$ cat config.mk
export PLATFORM = sky130hd
export DESIGN_NAME = swm_cell
export DESIGN_NICKNAME = d
export VERILOG_FILES = /design/src/design/swm_pkg.sv /design/src/design/swm_cell.sv
export SDC_FILE = /design/constraint.sdc
export NUM_CORES = 1
export LEC_CHECK = 0
export BUFFER_PORTS_ARGS = -buffer_cell sky130_fd_sc_hd__clkbuf_2
export CORE_MARGIN = 1.5
export CORE_UTILIZATION = 30
export CTS_CLUSTER_DIAMETER = 80
export DETAILED_ROUTE_END_ITERATION = 8
export SETUP_SLACK_MARGIN = 0.05
export SKIP_CTS_REPAIR_TIMING = 1
export SLEW_MARGIN = 20
export SYNTH_ARGS = -nofsm -noshare
export SYNTH_HDL_FRONTEND = slang
export SYNTH_SLANG_ARGS = --single-unit
$ cat constraint.sdc
create_clock -name clk_i -period 2.5 [get_ports clk_i]
set_input_delay 0.125 -clock clk_i [delete_from_list [all_inputs] [get_ports clk_i]]
set_output_delay 0.125 -clock clk_i [all_outputs]
set_load 0.02 [all_outputs]
$ cat src/design/swm_pkg.sv
// ----------------------------------------------------------------------------
// Sliding window median package
// Shared types and constants for the sorted cell row and its control.
// ----------------------------------------------------------------------------
package swm_pkg;

  // Width of the window length register
  localparam int unsigned LEN_W = 9;

  // Configuration port geometry
  localparam int unsigned APB_AW = 3;
  localparam int unsigned APB_DW = 32;

  // Register index of window_len
  localparam logic [0:0] REG_WINDOW_LEN = 1'b0;

  // Sequencer states, one-hot
  typedef enum logic [3:0] {
    ST_IDLE = 4'b0001,
    ST_UPD  = 4'b0010,
    ST_RED  = 4'b0100,
    ST_OUT  = 4'b1000
  } state_e;

  // Broadcast control to every cell of the row
  typedef struct packed {
    logic flush;  // empty the row
    logic upd;    // apply one evict/insert step
    logic del;    // window full: evict the oldest value
    logic up;     // new sample >= evicted value
  } cell_ctrl_t;

endpackage

$ cat src/design/swm_cell.sv
// ----------------------------------------------------------------------------
// Sorted row cell
// Holds one window value; the row stays sorted ascending with empty cells on
// top. Each step a cell keeps its value, takes a neighbor's or the new sample.
// ----------------------------------------------------------------------------
module swm_cell #(
  parameter int unsigned W = 8
) (
  input  logic                   clk_i,
  input  logic                   rst_ni,
  input  swm_pkg::cell_ctrl_t    ctrl_i,
  input  logic [W-1:0]           sample_i,
  input  logic [W-1:0]           vold_i,
  input  logic                   prv_vld_i,
  input  logic [W-1:0]           prv_val_i,
  input  logic                   prv_a_i,
  input  logic                   prv_b_i,
  input  logic                   nxt_vld_i,
  input  logic [W-1:0]           nxt_val_i,
  input  logic                   nxt_b_i,
  output logic                   vld_o,
  output logic [W-1:0]           val_o,
  output logic                   a_o,
  output logic                   b_o
);

  logic         vld_q, vld_d;
  logic [W-1:0] val_q, val_d;

  // At or above the eviction point / above the insertion point
  assign a_o   = !vld_q || (val_q >= vold_i);
  assign b_o   = !vld_q || (val_q > sample_i);
  assign vld_o = vld_q;
  assign val_o = val_q;

  // Pick the source for this cell
  always_comb begin
    vld_d = vld_q;
    val_d = val_q;
    if (ctrl_i.flush) begin
      vld_d = 1'b0;
    end else if (ctrl_i.upd) begin
      if (ctrl_i.del && ctrl_i.up) begin
        // evict below, insert above: shift down between the two points
        if (a_o && !nxt_b_i) begin
          vld_d = nxt_vld_i;
          val_d = nxt_val_i;
        end else if (a_o && !b_o) begin
          vld_d = 1'b1;
          val_d = sample_i;
        end
      end else if (ctrl_i.del) begin
        // insert below, evict above: shift up between the two points
        if (b_o && !prv_b_i) begin
          vld_d = 1'b1;
          val_d = sample_i;
        end else if (b_o && !prv_a_i) begin
          vld_d = prv_vld_i;
          val_d = prv_val_i;
        end
      end else begin
        // insert only: shift up above the insertion point
        if (b_o && !prv_b_i) begin
          vld_d = 1'b1;
          val_d = sample_i;
        end else if (b_o) begin
          vld_d = prv_vld_i;
          val_d = prv_val_i;
        end
      end
    end
  end

  always_ff @(posedge clk_i or negedge rst_ni) begin
    if (!rst_ni) begin
      vld_q <= 1'b0;
    end else begin
      vld_q <= vld_d;
    end
  end

  always_ff @(posedge clk_i) begin
    val_q <= val_d;
  end

endmodule

# After elaboration in Yosys (flattened, before gate mapping)
# Index checks and enable logic that the tools add are counted.
[classes]
n_lt_le_gt_ge = 2
n_eq_ne = 4
muxes = 18
n_bitwise = 1
reduce_logical = 17
[ops]
columns = ["operator", "n"]
rows = [
  ["$mux W8", 8],
  ["$mux W1", 10],
  ["$ge A8 B8 Y1", 1],
  ["$gt A8 B8 Y1", 1],
  ["$logic_and A1 B1 Y1", 5],
  ["$logic_not A1 Y1", 5],
  ["$ne A5 B1 Y1 const B", 1],
  ["$reduce_and A5 Y1", 1],
  ["$reduce_bool A5 Y1", 1],
  ["$ne A4 B1 Y1 const B", 1],
  ["$ne A4 B2 Y1 const B", 1],
  ["$reduce_and A4 Y1", 1],
  ["$reduce_bool A4 Y1", 1],
  ["$ne A3 B1 Y1 const B", 1],
  ["$logic_or A1 B1 Y1", 2],
  ["$reduce_bool A2 Y1", 1],
  ["$not A1 Y1", 1],
]
[totals]
register_bits = 9
in_bits = 43
output_inout_bits = 11
word_cells = 44

# Longest topological paths before layout
[depth]
word_depth = 9
depth_mapped = 9
depth_no_buf = 8

# Worst setup path after synthesis
# No wires, ideal clock.
[synth_path]
path_kind = "register -> register"
start = "register val_q[0], in the netlist val_o[0]"
end = "register val_q[0], in the netlist val_o[0], enable pin"
setup_ns = 0.332
t_arrival_ns = 2.264
setup_slack_ns = -0.096
stages_incl_launch_ff = 9
synth_period_minus_slack_ns = 2.596
cell_sequence = "edfxtp_1 > inv_1 > ha_1 > nand2b_4 > a2111oi_4 > o21a_1 > o21ai_0 > a41o_1 > and2_1"
[synth_via]
word_cells_on_any_way = 13
cone_classes = "order compare: 2; eq/ne: 2; reduce/logical: 9"
[synth_lines]
columns = ["element", "line", "rtl"]
rows = [
  ["start, declared", "swm_cell.sv:28", "logic [W-1:0] val_q, val_d;"],
  ["start signal, assigned", "swm_cell.sv:83", "val_q <= val_d;"],
  ["$ge A8 B8 Y1 *", "swm_cell.sv:31", "assign a_o = !vld_q || (val_q >= vold_i);"],
  ["$logic_or A1 B1 Y1 *", "swm_cell.sv:31", ""],
  ["net a_o", "swm_cell.sv:23", "output logic a_o,"],
  ["$logic_and A1 B1 Y1, on equally long branches", "swm_cell.sv:45, swm_cell.sv:48", ""],
  ["$ne A3 B1 Y1 (no source line) *", "--", ""],
  ["$reduce_and A5 Y1 (no source line) *", "--", ""],
]
# Mark *: on every way through the listed nets, which the timed path passes. The rest lies on a longest branch.
# A chain may end at the register's enable or synchronous reset.

# Worst setup path in the final report
[layout_path]
start = "register val_q[5], in the netlist val_o[5]"
end = "register val_q[0], in the netlist val_o[0], enable pin"
[layout_via]
elab_chain_len = 6
word_cells_on_any_way = 13
cone_classes = "order compare: 2; eq/ne: 2; reduce/logical: 9"
[layout_lines]
columns = ["element", "line", "rtl"]
rows = [
  ["$gt A8 B8 Y1", "swm_cell.sv:32", "assign b_o = !vld_q || (val_q > sample_i);"],
  ["$logic_or A1 B1 Y1", "swm_cell.sv:32", ""],
  ["$logic_not A1 Y1", "swm_cell.sv:48", "end else if (a_o && !b_o) begin"],
  ["$logic_and A1 B1 Y1", "swm_cell.sv:48", ""],
  ["$ne A3 B1 Y1 (no source line)", "--", ""],
  ["$reduce_and A5 Y1 (no source line) *", "--", ""],
]
# Every way passes the cells marked *; elsewhere a longest branch is shown, timed or not.

==> metrics.sh <==
TIMING_WORST_SETUP_PATH_TYPE='reg -> reg'
CORE_AREA_UM2=3103
MAPPED_NETS=165
YOSYSMOSTFREQUENTCELL='inv_1'
POST_SYNTH_TOP_AREA_SHARE=0.2406
CLOCK_LATENCY_PS=260
POST_SYNTH_INST_COUNT=106
CTS.SINKS=9
TIMING.CRITICAL_PATH.FANOUT_MAX=8
FINALWIRELENGTH_MM=2.549
ROUTED-WL-MET2_MM=1.186
ROUTE.MET3.WL_UM=157
SYNTH_SEQ_CELLS=9
LAYOUT-DRIVE-GT1-SHARE=0.4061
DRV_CAP=0
OVERFLOW=0
COMBINED_AREA_OF_THE_MULTI_INPUT_LOGIC_CELLS_UM2=644.4
SYNTHTOLAYOUTAREAGROWTH_PCT=36.59
NUMBER_OF_GLOBAL_ROUTE_VIAS_BEFORE_REPAIR=976
DRT_ITER0_MARKERS=19
NNETSFINAL=225
HIGHEST_ACHIEVABLE_CLOCK_RATE_GHz=0.4336
FIN_HOLD_WS_PS=163.4
CLK_TRANSITION_REPORTED_PATHS_PS=60
FINALCLOCKSKEW_PS=4.825
POSTSYNTH.TOPFLOPCELL='edfxtp_1'
NUMBER_OF_ANTENNA_VIOLATIONS_AT_THE_FIRST_CHECK_IN_GLOBAL_ROUTING=0
TRITONROUTE_PASS_1_ITERS=4
SEQUENTIAL_STANDARD_CELL_AREA_UM2=265.3
ENDPOINT_KIND='register'
P_LEAK_nW=0.7072
GRT_UTIL_ALL_LAYERS=0.1515
PERIOD_SHARE=0.9226
SYNTHESIS.AREA_UM2=998.5
CP.ARRIVAL_PS=2310
SYN_AREA_PER_CELL_UM2=9.419
YS_WARN_COUNT=0
PLACEMENT.IO_BUFFERS=53
RSZ0062_AT_GRT='no'
FINAL_PERIOD_MINUS_WORST_SETUP_SLACK_PS=2306
POSTSYNTH.ASYNCRESETSHARE=0.1111
CTS_TREE='built'
GLOBALPLACE.CONGESTION=0.8155
SYNTH.YOSYS.SEQ_AREA_SHARE=0.2657
DRC=0
WORST_EP_REQUIRED_TIME_PS=2500
FIN_TNS_SETUP_PS=0
MAXSLEWVIOLCOUNT=0
WORST-SLEW-PIN-TRANSITION_PS=442.6
PLACEMENTROWS=20
FLOORPLAN.DIE_AREA_UM2=3683
LAYOUT.FILLER_CELLS=333
CLOCK_TREE.HTREE_LEVEL_COUNT=1
YOSYS_CELL_TYPES=34
FLOORPLAN.DIE.HEIGHT_UM=60.69
GRT_PASS1_WL_MM=4.133
COUNT_OF_FLIP_FLOPS_WITH_A_BUILT_IN_ENABLE_AFTER_SYNTHESIS=8
GRT_START_MAX_NET_PINS=18
SYNTH.AREA.TOP_CELLS='edfxtp_1 (24%), ha_1 (20%), inv_1 (7.5%)'
IR_DROP_mV=0.2766
CLOCK_TREE.ROOT_CELL='clkbuf_4'
ANT_NETS=0
TOP_LAYER='met4'
DIODES=0
YOSYS-TOP-CELLS-COUNT='inv_1 (20), ha_1 (16), edfxtp_1 (8), a31oi_1 (7), o22ai_1 (7)'
SYNTH_TOP_AREA_CELL='edfxtp_1'
STATUS='complete, no violations'
CELLPOWERDENSITY_nW_PER_UM2=393.7
MAX_SLEW_MARGIN=0.7043
HPWL_MM=2.247
INITIAL_CORE_UTIL=0.3218
NUMBER_OF_BUFFERS_CREATED_BY_CTS=3
AVERAGE_VIAS_PER_PLACED_INSTANCE=4.876
NUMBER_OF_SETUP_VIOLATIONS_IN_THE_FINAL_REPORT=0
CLOCK_TREE.BUFFER_DEPTH=2
IOPINCOUNT=54
CP_STARTPOINT_KIND='register'
HOLD_VIOL=0
DIE_W_UM=60.69
VIAS=1019
DRT-WIRELENGTH-PER-CELL_UM=12.20
MIN_PATH_TYPE='in -> reg'
WIRELENGTH_MET1_MM=1.174
report_power, final:
group	leakage, nW	switching, W	internal [W]	total [W]
clock	0.0150	0.0000477	0.0000613	0.000109
combinational	0.606	0.000127	0.000109	0.000236
sequential	0.0867	0.0000101	0.000182	0.000192
total	0.707	0.000185	0.000352	0.000537
worst max-delay path: stages (launching register included):
cell and delay, ps:
edfxtp_1 390, ha_1 310, a211o_1 290, a21oi_2 150
nor4b_4 320, nor3_1 90, a41o_1 240, and2_2 260
worst paths after layout:
path	end	slack, ps	startpoint	cells past startpoint
worst max-delay path	val_o[0]$_DFFE_PP_	190	val_o[5]$_DFFE_PP_	7
worst min-delay path	vld_o$_DFFE_PN0P_	160	ctrl_i[3]	4
worst max register to register	val_o[0]$_DFFE_PP_	190	val_o[5]$_DFFE_PP_	7
worst min register to register	vld_o$_DFFE_PN0P_	610	vld_o$_DFFE_PN0P_	2
max in group asynchronous	vld_o$_DFFE_PN0P_	2240	rst_ni	2
min in group asynchronous	vld_o$_DFFE_PN0P_	170	rst_ni	2
sequential cells by signal (all words and copies together) (netlist names):
name   count
val_o      8
vld_o      1
placed cells by master, fill, tap and decap left out, types with 3 or more instances in the layout:
cell type and count:
a31oi_1 7, clkbuf_2 53, a21oi_1 3, buf_4 3
ha_1 16, edfxtp_1 8, o22ai_1 7, o21ai_0 4
nor3_1 3, o21a_1 4, nor2_1 3, clkbuf_4 3
inv_1 20, nand2_1 4
layer usage:
layer  vias up  GRT usage
li1        524          -
met4         0    0.06211
met2        43     0.2473
met3         4    0.01493
met1       448     0.2055
met5         -          0
cell type report:
class	count	share of cell area
clock buffer	4	0.01927
inverter	20	0.05505
multi-input combinational	75	0.4725
sequential	9	0.1945
tap	44	0.04037
timing repair buffer	57	0.2183
per-stage QoR:
step | area (um^2) | total power (W) | setup WS, ps | util | cells
after floorplan | 998.5 | 0.0003495 | 106.3 | - | 106
after global placement | 1315 | 0.0004219 | 201.2 | 0.4238 | 203
after detailed placement | 1315 | 0.0004285 | 140.4 | 0.4238 | 203
after CTS | 1341 | 0.0005341 | 120.1 | 0.4323 | 207
after global routing | 1364 | 0.0005743 | 65.06 | 0.4395 | 209
final | 1364 | 0.0005370 | 193.6 | 0.4395 | 209
logic make-up after synthesis:
group / count (synthesis) / share of synthesized area
flip-flops: 9 / 0.2657
multiplexers: 1 / 0.01003
buffers and inverters: 22 / 0.09398
adder cells (fa/ha/maj): 16 / 0.2005
AO/OA/AOI/OAI: 40 / 0.3146
AND/OR/NAND/NOR: 18 / 0.1153
(Power assumes the default switching activity.)
